<file path="src/rtl/wrrbs_pkg.sv">
// shared types and constants of the wave round-robin barrier scheduler
// no dependencies; imported by the interfaces and the top level
package wrrbs_pkg;

  localparam int OP_W     = 3;
  localparam int WAVE_W   = 4;
  localparam int UNIT_F_W = 2;
  localparam int MASK_W   = 16;

  typedef enum logic [OP_W-1:0] {
    OP_ADD    = 3'd0,
    OP_ROUND  = 3'd1,
    OP_PICK   = 3'd2,
    OP_ARRIVE = 3'd3,
    OP_EXIT   = 3'd4
  } op_e;

  typedef enum logic [1:0] {
    ST_UNUSED  = 2'd0,
    ST_ACTIVE  = 2'd1,
    ST_STALLED = 2'd2,
    ST_EXITED  = 2'd3
  } status_e;

  typedef struct packed {
    logic              granted;
    logic [WAVE_W-1:0] granted_wave;
    logic              released;
    logic [MASK_W-1:0] released_mask;
    logic              any_active;
    logic              ignored;
  } result_t;

endpackage

</file>
<file path="src/rtl/wrrbs_if.sv">
// valid/ready channel interfaces for the scheduler's request and result streams
// depends on wrrbs_pkg for the field widths
interface wrrbs_in_if import wrrbs_pkg::*; ();
  logic                valid;
  logic                ready;
  logic [OP_W-1:0]     operation;
  logic [WAVE_W-1:0]   wave;
  logic [UNIT_F_W-1:0] unit;

  modport source (output valid, output operation, output wave, output unit, input ready);
  modport sink   (input valid, input operation, input wave, input unit, output ready);
endinterface

interface wrrbs_out_if import wrrbs_pkg::*; ();
  logic              valid;
  logic              ready;
  logic              granted;
  logic [WAVE_W-1:0] granted_wave;
  logic              released;
  logic [MASK_W-1:0] released_mask;
  logic              any_active;
  logic              ignored;

  modport source (output valid, output granted, output granted_wave, output released,
                  output released_mask, output any_active, output ignored, input ready);
  modport sink   (input valid, input granted, input granted_wave, input released,
                  input released_mask, input any_active, input ignored, output ready);
endinterface

</file>
<file path="src/rtl/wrrbs_ram.sv">
// simple dual-port memory: one write port, one registered read port
// no dependencies; holds the unit lists and the wave generations
module wrrbs_ram #(
  parameter int WIDTH = 8,
  parameter int DEPTH = 16,
  localparam int AW   = (DEPTH > 1) ? $clog2(DEPTH) : 1
) (
  input  logic             clk_i,
  input  logic             we_i,
  input  logic [AW-1:0]    waddr_i,
  input  logic [WIDTH-1:0] wdata_i,
  input  logic [AW-1:0]    raddr_i,
  output logic [WIDTH-1:0] rdata_o
);

  logic [WIDTH-1:0] mem_q [DEPTH];

  always_ff @(posedge clk_i) begin
    if (we_i) begin
      mem_q[waddr_i] <= wdata_i;
    end
    rdata_o <= mem_q[raddr_i];
  end

endmodule

</file>
<file path="src/rtl/wave_round_robin_barrier_scheduler.sv">
// wave scheduler top level: sequencer, wave state, barrier and round-robin pick
// depends on wrrbs_pkg, wrrbs_in_if, wrrbs_out_if and wrrbs_ram
//
// One transaction is worked on at a time and gives exactly one result. Add wave
// and exit pass from acceptance through the execute and finish states to the
// result register. Round start and a taken barrier arrive also pass the release
// check; when the barrier opens, the release walks the wave generation memory
// one wave per cycle through its single read port. A pick examines the unit list
// memory one entry per cycle, at most the unit's wave count of entries. A new
// request is taken while the previous result still waits at the output; a result
// waits in the sequencer only while the output register is still full. No
// clearing pass is needed after reset.
module wave_round_robin_barrier_scheduler import wrrbs_pkg::*; #(
  parameter int WAVES    = 16,
  parameter int UNITS    = 4,
  parameter int GEN_BITS = 16
) (
  input  logic         clk_i,
  input  logic         rst_ni,
  wrrbs_in_if.sink     in_i,
  wrrbs_out_if.source  out_o
);

  localparam int SLOT_W   = (WAVES > 1) ? $clog2(WAVES) : 1;
  localparam int LEN_W    = $clog2(WAVES + 1);
  localparam int UNIT_W   = (UNITS > 1) ? $clog2(UNITS) : 1;
  localparam int WIX_W    = (SLOT_W > WAVE_W) ? SLOT_W : WAVE_W;
  localparam int UIX_W    = (UNIT_W > UNIT_F_W) ? UNIT_W : UNIT_F_W;
  localparam int GW_W     = (SLOT_W > WAVE_W) ? SLOT_W : WAVE_W;
  localparam int MX_W     = (WAVES > MASK_W) ? WAVES : MASK_W;
  localparam int LIST_DEPTH = (2 ** UNIT_W) * (2 ** SLOT_W);

  typedef enum logic [5:0] {
    S_IDLE     = 6'b000001,
    S_EXEC     = 6'b000010,
    S_REL_CHK  = 6'b000100,
    S_REL_SCAN = 6'b001000,
    S_PICK     = 6'b010000,
    S_FIN      = 6'b100000
  } state_e;

  // control state
  state_e            state_q, state_d;
  logic              out_valid_q, out_valid_d;
  status_e           status_q [WAVES];
  status_e           status_d [WAVES];
  logic [WAVES-1:0]  waiting_q, waiting_d;
  logic [LEN_W-1:0]  len_q [UNITS];
  logic [LEN_W-1:0]  len_d [UNITS];
  logic [SLOT_W-1:0] ptr_q [UNITS];
  logic [SLOT_W-1:0] ptr_d [UNITS];
  logic [GEN_BITS-1:0] bgen_q, bgen_d;

  // transaction and working registers
  logic [OP_W-1:0]     op_q, op_d;
  logic [WAVE_W-1:0]   w_q, w_d;
  logic [UNIT_F_W-1:0] u_q, u_d;
  logic [SLOT_W-1:0]   idx_q, idx_d;
  logic [SLOT_W-1:0]   pos_q, pos_d;
  logic [SLOT_W-1:0]   cnt_q, cnt_d;
  logic                granted_q, granted_d;
  logic [SLOT_W-1:0]   gwave_q, gwave_d;
  logic                released_q, released_d;
  logic [WAVES-1:0]    mask_q, mask_d;
  logic                ignored_q, ignored_d;
  result_t             out_q, out_d;

  // decoded fields
  logic [WIX_W-1:0]  w_ext;
  logic [SLOT_W-1:0] w_idx;
  logic [UIX_W-1:0]  u_ext;
  logic [UNIT_W-1:0] u_idx;
  logic              w_ok, u_ok, add_ok;
  logic [LEN_W-1:0]  cur_len;
  logic [SLOT_W-1:0] last_pos, pos_next;

  // memories
  logic                     list_we;
  logic [UNIT_W+SLOT_W-1:0] list_waddr, list_raddr;
  logic [SLOT_W-1:0]        list_rdata;
  logic                     gen_we;
  logic [GEN_BITS-1:0]      gen_wdata, gen_rdata;
  logic [SLOT_W-1:0]        gen_raddr;

  // shared scan unit
  logic [SLOT_W-1:0] probe;
  logic              probe_free, hit;
  logic              rel_ok, any_act;
  logic [GW_W-1:0]   gw_ext;
  logic [MX_W-1:0]   mx_ext;

  assign w_ext   = WIX_W'(w_q);
  assign w_idx   = w_ext[SLOT_W-1:0];
  assign u_ext   = UIX_W'(u_q);
  assign u_idx   = u_ext[UNIT_W-1:0];
  assign w_ok    = (32'(w_q) < 32'(WAVES));
  assign u_ok    = (32'(u_q) < 32'(UNITS));
  assign cur_len = len_q[u_idx];
  assign add_ok  = w_ok && u_ok && (status_q[w_idx] == ST_UNUSED)
                   && (cur_len != LEN_W'(WAVES));

  // list position arithmetic wraps at the unit's list length
  assign last_pos = SLOT_W'(cur_len - LEN_W'(1));
  assign pos_next = (pos_q == last_pos) ? '0 : pos_q + SLOT_W'(1);

  assign list_we    = (state_q == S_EXEC) && (op_q == OP_ADD) && add_ok;
  assign list_waddr = {u_idx, SLOT_W'(cur_len)};
  assign list_raddr = (state_q == S_EXEC) ? {u_idx, ptr_q[u_idx]} : {u_idx, pos_next};

  assign gen_we    = (state_q == S_EXEC)
                     && (((op_q == OP_ADD) && add_ok)
                         || ((op_q == OP_ARRIVE) && w_ok && (status_q[w_idx] == ST_ACTIVE)
                             && !waiting_q[w_idx]));
  assign gen_wdata = (op_q == OP_ADD) ? '0 : bgen_q;
  assign gen_raddr = (state_q == S_REL_CHK) ? '0 : idx_q + SLOT_W'(1);

  wrrbs_ram #(
    .WIDTH (SLOT_W),
    .DEPTH (LIST_DEPTH)
  ) u_list_ram (
    .clk_i   (clk_i),
    .we_i    (list_we),
    .waddr_i (list_waddr),
    .wdata_i (w_idx),
    .raddr_i (list_raddr),
    .rdata_o (list_rdata)
  );

  wrrbs_ram #(
    .WIDTH (GEN_BITS),
    .DEPTH (WAVES)
  ) u_gen_ram (
    .clk_i   (clk_i),
    .we_i    (gen_we),
    .waddr_i (w_idx),
    .wdata_i (gen_wdata),
    .raddr_i (gen_raddr),
    .rdata_o (gen_rdata)
  );

  // one probe per cycle: a list entry during pick, a wave during release
  assign probe      = (state_q == S_PICK) ? list_rdata : idx_q;
  assign probe_free = (status_q[probe] == ST_ACTIVE) && !waiting_q[probe];
  assign hit        = (state_q == S_PICK) ? probe_free
                                          : (waiting_q[probe] && (gen_rdata == bgen_q));

  always_comb begin
    logic [WAVES-1:0] live;
    logic             act;
    act = 1'b0;
    for (int i = 0; i < WAVES; i++) begin
      live[i] = (status_q[i] == ST_ACTIVE) || (status_q[i] == ST_STALLED);
      act     = act | (status_q[i] == ST_ACTIVE);
    end
    rel_ok  = (|live) && ((live & ~waiting_q) == '0);
    any_act = act;
  end

  assign gw_ext = GW_W'(gwave_q);
  assign mx_ext = MX_W'(mask_q);

  always_comb begin
    state_d     = state_q;
    out_valid_d = out_valid_q;
    status_d    = status_q;
    waiting_d   = waiting_q;
    len_d       = len_q;
    ptr_d       = ptr_q;
    bgen_d      = bgen_q;
    op_d        = op_q;
    w_d         = w_q;
    u_d         = u_q;
    idx_d       = idx_q;
    pos_d       = pos_q;
    cnt_d       = cnt_q;
    granted_d   = granted_q;
    gwave_d     = gwave_q;
    released_d  = released_q;
    mask_d      = mask_q;
    ignored_d   = ignored_q;
    out_d       = out_q;

    if (out_valid_q && out_o.ready) begin
      out_valid_d = 1'b0;
    end

    case (state_q)
      S_IDLE: begin
        if (in_i.valid) begin
          op_d       = in_i.operation;
          w_d        = in_i.wave;
          u_d        = in_i.unit;
          granted_d  = 1'b0;
          gwave_d    = '0;
          released_d = 1'b0;
          mask_d     = '0;
          ignored_d  = 1'b0;
          state_d    = S_EXEC;
        end
      end
      S_EXEC: begin
        state_d = S_FIN;
        case (op_q)
          OP_ADD: begin
            if (add_ok) begin
              status_d[w_idx]  = ST_ACTIVE;
              waiting_d[w_idx] = 1'b0;
              len_d[u_idx]     = cur_len + LEN_W'(1);
            end else begin
              ignored_d = 1'b1;
            end
          end
          OP_ROUND: begin
            state_d = S_REL_CHK;
          end
          OP_PICK: begin
            if (!u_ok) begin
              ignored_d = 1'b1;
            end else if (cur_len != '0) begin
              pos_d   = ptr_q[u_idx];
              cnt_d   = '0;
              state_d = S_PICK;
            end
          end
          OP_ARRIVE: begin
            if (w_ok && (status_q[w_idx] == ST_ACTIVE) && !waiting_q[w_idx]) begin
              status_d[w_idx]  = ST_STALLED;
              waiting_d[w_idx] = 1'b1;
              state_d          = S_REL_CHK;
            end else begin
              ignored_d = 1'b1;
            end
          end
          OP_EXIT: begin
            if (w_ok && (status_q[w_idx] == ST_ACTIVE)) begin
              status_d[w_idx]  = ST_EXITED;
              waiting_d[w_idx] = 1'b0;
            end else begin
              ignored_d = 1'b1;
            end
          end
          default: begin
            ignored_d = 1'b1;
          end
        endcase
      end
      S_REL_CHK: begin
        if (rel_ok) begin
          idx_d   = '0;
          state_d = S_REL_SCAN;
        end else begin
          state_d = S_FIN;
        end
      end
      S_REL_SCAN: begin
        if (hit) begin
          waiting_d[idx_q] = 1'b0;
          status_d[idx_q]  = ST_ACTIVE;
          mask_d[idx_q]    = 1'b1;
        end
        if (idx_q == SLOT_W'(WAVES - 1)) begin
          bgen_d     = bgen_q + GEN_BITS'(1);
          released_d = 1'b1;
          state_d    = S_FIN;
        end else begin
          idx_d = idx_q + SLOT_W'(1);
        end
      end
      S_PICK: begin
        if (hit) begin
          ptr_d[u_idx] = pos_next;
          granted_d    = 1'b1;
          gwave_d      = list_rdata;
          state_d      = S_FIN;
        end else if (cnt_q == last_pos) begin
          state_d = S_FIN;
        end else begin
          pos_d = pos_next;
          cnt_d = cnt_q + SLOT_W'(1);
        end
      end
      S_FIN: begin
        if (!out_valid_q || out_o.ready) begin
          out_d.granted       = granted_q;
          out_d.granted_wave  = gw_ext[WAVE_W-1:0];
          out_d.released      = released_q;
          out_d.released_mask = mx_ext[MASK_W-1:0];
          out_d.any_active    = any_act;
          out_d.ignored       = ignored_q;
          out_valid_d         = 1'b1;
          state_d             = S_IDLE;
        end
      end
      default: begin
        state_d = S_IDLE;
      end
    endcase
  end

  always_ff @(posedge clk_i or negedge rst_ni) begin
    if (!rst_ni) begin
      state_q     <= S_IDLE;
      out_valid_q <= 1'b0;
      waiting_q   <= '0;
      bgen_q      <= '0;
      for (int i = 0; i < WAVES; i++) begin
        status_q[i] <= ST_UNUSED;
      end
      for (int j = 0; j < UNITS; j++) begin
        len_q[j] <= '0;
        ptr_q[j] <= '0;
      end
    end else begin
      state_q     <= state_d;
      out_valid_q <= out_valid_d;
      status_q    <= status_d;
      waiting_q   <= waiting_d;
      len_q       <= len_d;
      ptr_q       <= ptr_d;
      bgen_q      <= bgen_d;
    end
  end

  always_ff @(posedge clk_i) begin
    op_q       <= op_d;
    w_q        <= w_d;
    u_q        <= u_d;
    idx_q      <= idx_d;
    pos_q      <= pos_d;
    cnt_q      <= cnt_d;
    granted_q  <= granted_d;
    gwave_q    <= gwave_d;
    released_q <= released_d;
    mask_q     <= mask_d;
    ignored_q  <= ignored_d;
    out_q      <= out_d;
  end

  assign in_i.ready          = (state_q == S_IDLE);
  assign out_o.valid         = out_valid_q;
  assign out_o.granted       = out_q.granted;
  assign out_o.granted_wave  = out_q.granted_wave;
  assign out_o.released      = out_q.released;
  assign out_o.released_mask = out_q.released_mask;
  assign out_o.any_active    = out_q.any_active;
  assign out_o.ignored       = out_q.ignored;

endmodule

</file>
<file path="src/flat_wrapper.sv">
// flat-port wrapper written by rule: the top's interface ports become plain ports
module wave_round_robin_barrier_scheduler_flat import wrrbs_pkg::*;
#(
  parameter int WAVES    = 16,
  parameter int UNITS    = 4,
  parameter int GEN_BITS = 16
)
  (clk_i, rst_ni, in_i_valid, in_i_operation, in_i_wave, in_i_unit, in_i_ready, out_o_valid, out_o_granted, out_o_granted_wave, out_o_released, out_o_released_mask, out_o_any_active, out_o_ignored, out_o_ready);
  wrrbs_in_if in_i_i ();
  wrrbs_out_if out_o_i ();
  input  logic clk_i;
  input  logic rst_ni;
  input wire logic [$bits(in_i_i.valid)-1:0] in_i_valid;
  input wire logic [$bits(in_i_i.operation)-1:0] in_i_operation;
  input wire logic [$bits(in_i_i.wave)-1:0] in_i_wave;
  input wire logic [$bits(in_i_i.unit)-1:0] in_i_unit;
  output wire logic [$bits(in_i_i.ready)-1:0] in_i_ready;
  output wire logic [$bits(out_o_i.valid)-1:0] out_o_valid;
  output wire logic [$bits(out_o_i.granted)-1:0] out_o_granted;
  output wire logic [$bits(out_o_i.granted_wave)-1:0] out_o_granted_wave;
  output wire logic [$bits(out_o_i.released)-1:0] out_o_released;
  output wire logic [$bits(out_o_i.released_mask)-1:0] out_o_released_mask;
  output wire logic [$bits(out_o_i.any_active)-1:0] out_o_any_active;
  output wire logic [$bits(out_o_i.ignored)-1:0] out_o_ignored;
  input wire logic [$bits(out_o_i.ready)-1:0] out_o_ready;
  assign in_i_i.valid = in_i_valid;
  assign in_i_i.operation = in_i_operation;
  assign in_i_i.wave = in_i_wave;
  assign in_i_i.unit = in_i_unit;
  assign in_i_ready = in_i_i.ready;
  assign out_o_valid = out_o_i.valid;
  assign out_o_granted = out_o_i.granted;
  assign out_o_granted_wave = out_o_i.granted_wave;
  assign out_o_released = out_o_i.released;
  assign out_o_released_mask = out_o_i.released_mask;
  assign out_o_any_active = out_o_i.any_active;
  assign out_o_ignored = out_o_i.ignored;
  assign out_o_i.ready = out_o_ready;
  wave_round_robin_barrier_scheduler #(.WAVES(WAVES), .UNITS(UNITS), .GEN_BITS(GEN_BITS)) u_core (.clk_i(clk_i), .rst_ni(rst_ni), .in_i(in_i_i), .out_o(out_o_i));
endmodule
</file>
<file path="config.mk">
export PLATFORM = sky130hd
export DESIGN_NAME = wave_round_robin_barrier_scheduler_flat
export DESIGN_NICKNAME = d
export VERILOG_FILES = /design/src/rtl/wrrbs_pkg.sv /design/src/rtl/wrrbs_if.sv /design/src/rtl/wrrbs_ram.sv /design/src/rtl/wave_round_robin_barrier_scheduler.sv /design/src/flat_wrapper.sv
export SDC_FILE = /design/constraint.sdc
export NUM_CORES = 1
export LEC_CHECK = 0
export CORE_ASPECT_RATIO = 0.5
export CORE_MARGIN = 8
export CORE_UTILIZATION = 55
export DETAILED_ROUTE_END_ITERATION = 8
export DONT_BUFFER_PORTS = 1
export MAX_ROUTING_LAYER = met4
export PLACE_DENSITY = 0.7
export SLEW_MARGIN = 20
export SYNTH_ARGS = -nofsm -noshare
export SYNTH_HDL_FRONTEND = slang
export SYNTH_SLANG_ARGS = --single-unit
export TNS_END_PERCENT = 30
</file>
<file path="constraint.sdc">
create_clock -name clk_i -period 5.4 [get_ports clk_i]
set_input_delay 0.81 -clock clk_i [delete_from_list [all_inputs] [get_ports clk_i]]
set_output_delay 0.81 -clock clk_i [all_outputs]
set_load 0.01 [all_outputs]
</file>
==> impl_metrics.toml, run 1 <==
[clock_network]
clock_latency_ns = 0.63
clock_path_buffers = 3
path_clk_slew_ns = 0.07
cts_tree = "built"
cts_num_sinks = 707
cts_buffers = 59
cts-root-buf = "clkbuf_16"
cts_resized = 0
h-tree-depth = 2

[yosys]
synth-seq-area-share_pct = 67.68
yosys_warnings = 0
synth-edff-count = 580
syn_avg_cell_area_um2 = 13.43
synthesis.area_um2 = 30290
synth_top_cells_by_area = "edfxtp_1 58%, dfrtp_1 8.8%, nand2_1 2.9%"
ys.flop_type = "edfxtp_1"
yosysTopAreaCellShare_pct = 57.51
synth_cell_type_count = 84
async_reset_ff_share_pct = 15.13
ys_ff_latch = 707
yosysTopAreaCell = "edfxtp_1"
synth_fp_nets = 2293
syn_inst = 2255
synthTopCellsByCount = "580 x edfxtp_1, 231 x nand2_1, 127 x nor2_1"
yosysMostFrequentCell = "edfxtp_1"

[finish]
area_delta_synth_final_pct = 9.969
regArea_um2 = 20500
multi_input_area_um2 = 9091
n_fill_cell = 4069
drive_gt1_share_pct = 12.56
utilization_pct = 61.62
fin_nets = 2288

[drt]
via_per_inst = 6.644
wl_um = 80630
drc = 0
wl_per_cell_um = 26.72
drt-pass1-iter-count = 5
ant_nets = 0
vias = 20050
drt_iter0_drc = 2840

[critical_path]
cp-end-kind = "flop"
critPathLaunch = "u_core.u_ext[0]$_DFFE_PP_"
cp_slowest_cell = "mux4_2"
crit_family = "simple AND/OR/NAND/NOR gates"
crit_chain = "mux4_2 -> inv_1 -> ha_1 -> xnor2_1 -> xnor2_1 -> nor3_1 -> a21boi_2 -> nor2_4 -> buf_4 -> mux2_4 -> a2111oi_1 -> a311oi_1 -> nor4_1"
endpoint = "u_core.u_list_ram.rdata_o[0]$_DFF_P_"
max_stage_delay_ns = 0.73
reg2regPathDepth = 13
timing_worst_setup_path_type = "flop to flop"
crit_fanout = 26
r2r_end = "u_core.u_list_ram.rdata_o[0]$_DFF_P_"
required_ns = 5.91
crit_top_cell = "xnor2_1"
r2r_start = "u_core.u_ext[0]$_DFFE_PP_"
cp.depth = 13
cp.arrival_ns = 5.51
cp_num_buf_inv = 2
r2r_slack_ns = 0.40
start_kind = "flop"

[global_route]
grt_pass1_vias = 19340
antenna_found_initial = 4
grt_start_max_net_pins = 107
globalRouteTotalUtil_pct = 25.41
grt_overflow_total = 0
grt_pass1_wl_um = 121000

[timing]
tightest_slew_ns = 1.125
rsz0062_at_grt = "false"
finalClockSkew_ns = 0.03882
max_freq_mhz = 200.1
setup_tns_ns = 0
setup_viol = 0
fin_crit_ns = 4.997
relSlewSlack_pct = 24.85
drv_slew = 0
hold_viol = 0
fin_crit_sh_pct = 92.53

[floorplanning]
num_rows = 60
num_io_pins = 39
dieHeight_um = 181.9
die_area_um2 = 63290
dieWidth_um = 347.9
core_um2 = 54050
start_util_pct = 56.03

[power]
p_leak_nw = 11.78
vdd_drop_max_mv = 0.2730
powerDensity_nw_per_um2 = 387.8

[placement]
dp_hpwl_um = 49650
numPortBuffers = 0
place.gp.congestion = 0.9680

[status]
status = "finished, final reports clean"

[run]
cap_violations = 0

[worst_hold_path]
hp-class = "input port to async pin"
[state kept, by name (all words and copies together), names as in the netlist, 6 cells and up, named ones only]
| register | cells |
|---|---|
| u_core.bgen_q | 16 |
| u_core.len_q | 20 |
| u_core.state_q | 6 |
| u_core.mask_q | 16 |
| u_core.ptr_q | 16 |
| u_core.u_gen_ram.rdata_o | 16 |
| u_core.u_gen_ram.mem_q | 256 |
| u_core.u_list_ram.mem_q | 256 |
| u_core.status_q | 32 |
| u_core.out_o.released_mask | 16 |
[per-layer routing]
| metal | vias to the layer above | wire (um) | global-route usage (%) |
|---|---|---|---|
| li1 | 8643 | - | - |
| met1 | 10090 | 33310 | 34.24 |
| met2 | 1137 | 37890 | 39.88 |
| met3 | 176 | 6930 | 4.128 |
| met4 | 0 | 2507 | 8.035 |
| met5 | - | 0 | - |
[layout make-up]
| class | instances | area share [%] |
|---|---|---|
| Antenna cell | 3 | 0.02254 |
| Clock buffer | 76 | 4.809 |
| Clock inverter | 36 | 1.225 |
| Inverter | 42 | 0.4734 |
| Multi-Input combinational cell | 1361 | 27.30 |
| Sequential cell | 707 | 61.54 |
| Tap cell | 713 | 2.679 |
| Timing Repair Buffer | 79 | 1.954 |
[placed cells by master (no fill, tap or decap), types with 58 or more instances in the layout]
cell type,synthesis,routed
nand2_1,231,227
clkbuf_16,0,60
o21ai_0,58,58
nand3_1,120,120
nor2_1,127,109
a21oi_1,80,78
and3_1,70,70
buf_4,3,75
dfrtp_1,106,106
edfxtp_1,580,580
[where the power goes]
part	total (W)	switching (W)	internal, W
combinational	0.00187	0.00121	0.000659
sequential	0.00654	0.000292	0.00625
clock	0.00450	0.00197	0.00252
[worst min-delay path by stage]
stage / from / to / slack (ns) / depth (start not counted)
2_1_floorplan: u_core.granted_q$_DFFE_PP_ / u_core.out_o.granted$_DFFE_PP_ / 0.40 / 0
3_3_place_gp: u_core.gw_ext[3]$_SDFFCE_PP0P_ / u_core.out_o.granted_wave[3]$_DFFE_PP_ / 0.41 / 0
3_5_place_dp: u_core.released_q$_DFFE_PP_ / u_core.out_o.released$_DFFE_PP_ / 0.41 / 0
4_1_cts: rst_ni / u_core.state_q[0]$_DFFE_PN1P_ / 0.02 / 0
5_1_grt: rst_ni / u_core.state_q[0]$_DFFE_PN1P_ / 0.02 / 0
6_report: rst_ni / u_core.state_q[0]$_DFFE_PN1P_ / 0.05 / 0
[through the flow]
| stage | std cells | hold WS [ns] | power [W] | instance area [um^2] | worst slack, ns |
|---|---|---|---|---|---|
| floorplan | 2255 | 0.4003 | 0.007781 | 30290 | 0.4943 |
| finish | 3017 | 0.05256 | 0.01291 | 33300 | 0.4031 |
| global placement | 2901 | 0.4059 | 0.008432 | 31260 | 0.6379 |
| global route | 3017 | 0.01939 | 0.01331 | 33300 | 0.1748 |
| detailed placement | 2901 | 0.4089 | 0.008462 | 31260 | 0.4646 |
| CTS | 3014 | 0.02130 | 0.01292 | 33300 | 0.4405 |
[cell families (layout without fill, tap and decap cells)]
| family | count (synthesis) | count (layout) | share of synthesized area, % |
|---|---|---|---|
| fa+ha+maj | 25 | 25 | 1.033 |
| flops | 707 | 707 | 67.68 |
| buf+inv | 187 | 233 | 2.611 |
| xor+xnor | 52 | 52 | 1.529 |
| compound gates | 436 | 436 | 10.12 |
| other cells | 0 | 3 | 0 |
| simple gates | 723 | 723 | 11.54 |
| mux | 125 | 125 | 5.491 |
[what timing repair did]
| item | in CTS | in global routing |
|---|---|---|
| hold endpoints to repair | 106 | 0 |
| endpoints found under the setup margin | 0 | 0 |
| buffers inserted | 0 | 0 |
| hold buffers | 1 | 0 |
(Power assumes the default switching activity.)
==> inputs of run 2 (changes only) <==
==> constraint.sdc (replaced) <==
create_clock -name clk_i -period 5.4 [get_ports clk_i]
set_input_delay 1.62 -clock clk_i [delete_from_list [all_inputs] [get_ports clk_i]]
set_output_delay 1.62 -clock clk_i [all_outputs]
set_load 0.01 [all_outputs]
==> run 2 against run 1 <==
  * Via count shrank 0.61%
  * Wire length decreased by 0.36%
  * Final area about the same
  * Die area unchanged
  * Global-route usage down 0.067 points
  * Sequential power barely moved
  * Register-to-register slack barely moved
  * Non-clock buffer count down 1
  * Worst setup slack improved by 0.0034 ns
  * First-iteration DRC count shrank 2.5%
  * Fmax about the same
  * Critical endpoint is now u_core.u_list_ram.rdata_o[2]$_DFF_P_
  * Highest routed layer unchanged
==> impl_metrics.toml, run 2 (synthesis results as in run 1) <==
[status]
status = "finished, final reports clean"

[clock_network]
cts-root-buf = "clkbuf_16"
clock_latency_ns = 0.64
h-tree-depth = 2
cts_buffers = 59
cts_num_sinks = 707
cts_resized = 0
clock_path_buffers = 3
cts_setup_buffers = 0
cts_tree = "built"
hold_buffers = 0
path_clk_slew_ns = 0.07

[global_route]
globalRouteTotalUtil_pct = 25.35
grt_pass1_wl_um = 120900
grt_overflow_total = 0
grt_pass1_vias = 19350
grt_start_max_net_pins = 108
antenna_found_initial = 4

[drt]
routed-wl-met2_um = 37560
wl_um = 80340
wl_per_cell_um = 26.64
wl_met3_um = 6972
drt_iter0_drc = 2768
vias = 19920
drc = 0
ant_nets = 0
top_layer_used = "met4"
drt-pass1-iter-count = 6
met1_length_um = 33050
via_per_inst = 6.606

[finish]
mostFrequentLayoutCells = "580 x edfxtp_1, 227 x nand2_1, 120 x nand3_1"
drive_gt1_share_pct = 12.52
top_regs = "u_core.u_gen_ram.mem_q x256, u_core.u_list_ram.mem_q x256, u_core.status_q x32"
fin_nets = 2287
final_common_cell = "edfxtp_1"
area_delta_synth_final_pct = 9.878
design_area_um2 = 33280

[run]
cap_violations = 0

[critical_path]
cp.arrival_ns = 5.53
cp-end-kind = "flop"
crit_fanout = 26
r2r_slack_ns = 0.41
r2r_start = "u_core.u_ext[0]$_DFFE_PP_"
reg2regPathDepth = 13
r2r_end = "u_core.u_list_ram.rdata_o[2]$_DFF_P_"
required_ns = 5.93
timing_worst_setup_path_type = "flop to flop"
start_kind = "flop"

[floorplanning]
die_area_um2 = 63290
dieHeight_um = 181.9
num_rows = 60
num_io_pins = 39
dieWidth_um = 347.9
core_um2 = 54050
start_util_pct = 56.03

[power]
vdd_drop_max_mv = 0.2780
p_leak_nw = 11.77
powerDensity_nw_per_um2 = 387.8

[timing]
setup_viol = 0
tightest_slew_ns = 1.101
fin_crit_ns = 4.993
setup_tns_ns = 0
fin_crit_sh_pct = 92.47
max_freq_mhz = 200.3
drv_slew = 0
hold_viol = 0
relSlewSlack_pct = 26.46
finalClockSkew_ns = 0.04426
rsz0062_at_grt = "false"

[placement]
numPortBuffers = 0
dp_hpwl_um = 49650
place.gp.congestion = 0.9680
placed_area_um2 = 31260

[worst_hold_path]
min-delay-start = "u_core.released_q$_DFFE_PP_"
hp-class = "flop to flop"
min_path_cells = 0
hold_end = "u_core.out_o.released$_DFFE_PP_"
run 2: cell count changes in the layout (fill, tap and decap cells not counted):
cell | before | now
buf_16 | 1 | 0
run 2: per-layer routing:
| metal | vias up | GRT usage, % |
|---|---|---|
| met5 | - | - |
| met2 | 1126 | 39.76 |
| li1 | 8637 | - |
| met1 | 9957 | 34.07 |
| met4 | 0 | 8.167 |
| met3 | 204 | 4.159 |
run 2: through the flow:
stage               hold slack, ns  worst slack, ns  instances  total power (W)  utilization [%]
global placement            0.4059           0.6379       2901         0.008432            57.83
finish                      0.4303           0.4066       3016          0.01290            61.56
floorplan                   0.4003           0.4943       2255         0.007781                -
CTS                         0.4298           0.4405       3013          0.01290            61.55
global route                0.4298           0.1794       3016          0.01329            61.56
detailed placement          0.4089           0.4646       2901         0.008462            57.83
run 2: layout make-up:
class | instances | area (um^2)
well taps | 713 | 892.1
multi-input cells | 1361 | 9091
flip-flops and latches | 707 | 20500
diodes | 3 | 7.507
inverters | 42 | 157.7
fillers | 4074 | 20770
repair buffers | 78 | 623.1
clock inverters | 36 | 407.9
clock buffers | 76 | 1602
run 2: worst max path at each step:
| stage | from | end | slack [ns] | cells after the start |
|---|---|---|---|---|
| final | u_core.u_ext[0]$_DFFE_PP_ | u_core.u_list_ram.rdata_o[2]$_DFF_P_ | 0.41 | 13 |
| after global routing | u_core.u_ext[0]$_DFFE_PP_ | u_core.u_list_ram.rdata_o[0]$_DFF_P_ | 0.18 | 13 |
| after CTS | u_core.u_ext[0]$_DFFE_PP_ | u_core.u_list_ram.rdata_o[0]$_DFF_P_ | 0.44 | 13 |
| after detailed placement | u_core.u_ext[0]$_DFFE_PP_ | u_core.u_list_ram.rdata_o[0]$_DFF_P_ | 0.46 | 13 |
| after global placement | u_core.u_ext[0]$_DFFE_PP_ | u_core.u_list_ram.rdata_o[2]$_DFF_P_ | 0.64 | 13 |
| after floorplan | u_core.w_ext[0]$_DFFE_PP_ | u_core.u_gen_ram.mem_q[13][0]$_DFFE_PP_ | 0.49 | 8 |
run 2: critical path: stages, from the launching register on:
cell and delay, ns:
edfxtp_1 0.61, mux4_2 0.73, inv_1 0.16, ha_1 0.28, xnor2_1 0.16, xnor2_1 0.13, nor3_1 0.60, a21boi_2 0.16
nor2_4 0.14, buf_4 0.41, mux2_2 0.41, a2111oi_0 0.72, a311oi_1 0.11, nor4_1 0.28
run 2: where the power goes:
part           internal (W)  switching, W  total, W  leakage (nW)
Clock               0.00252       0.00198   0.00451         0.987
Sequential          0.00625      0.000295   0.00654          7.32
Combinational      0.000657       0.00120   0.00185          3.46
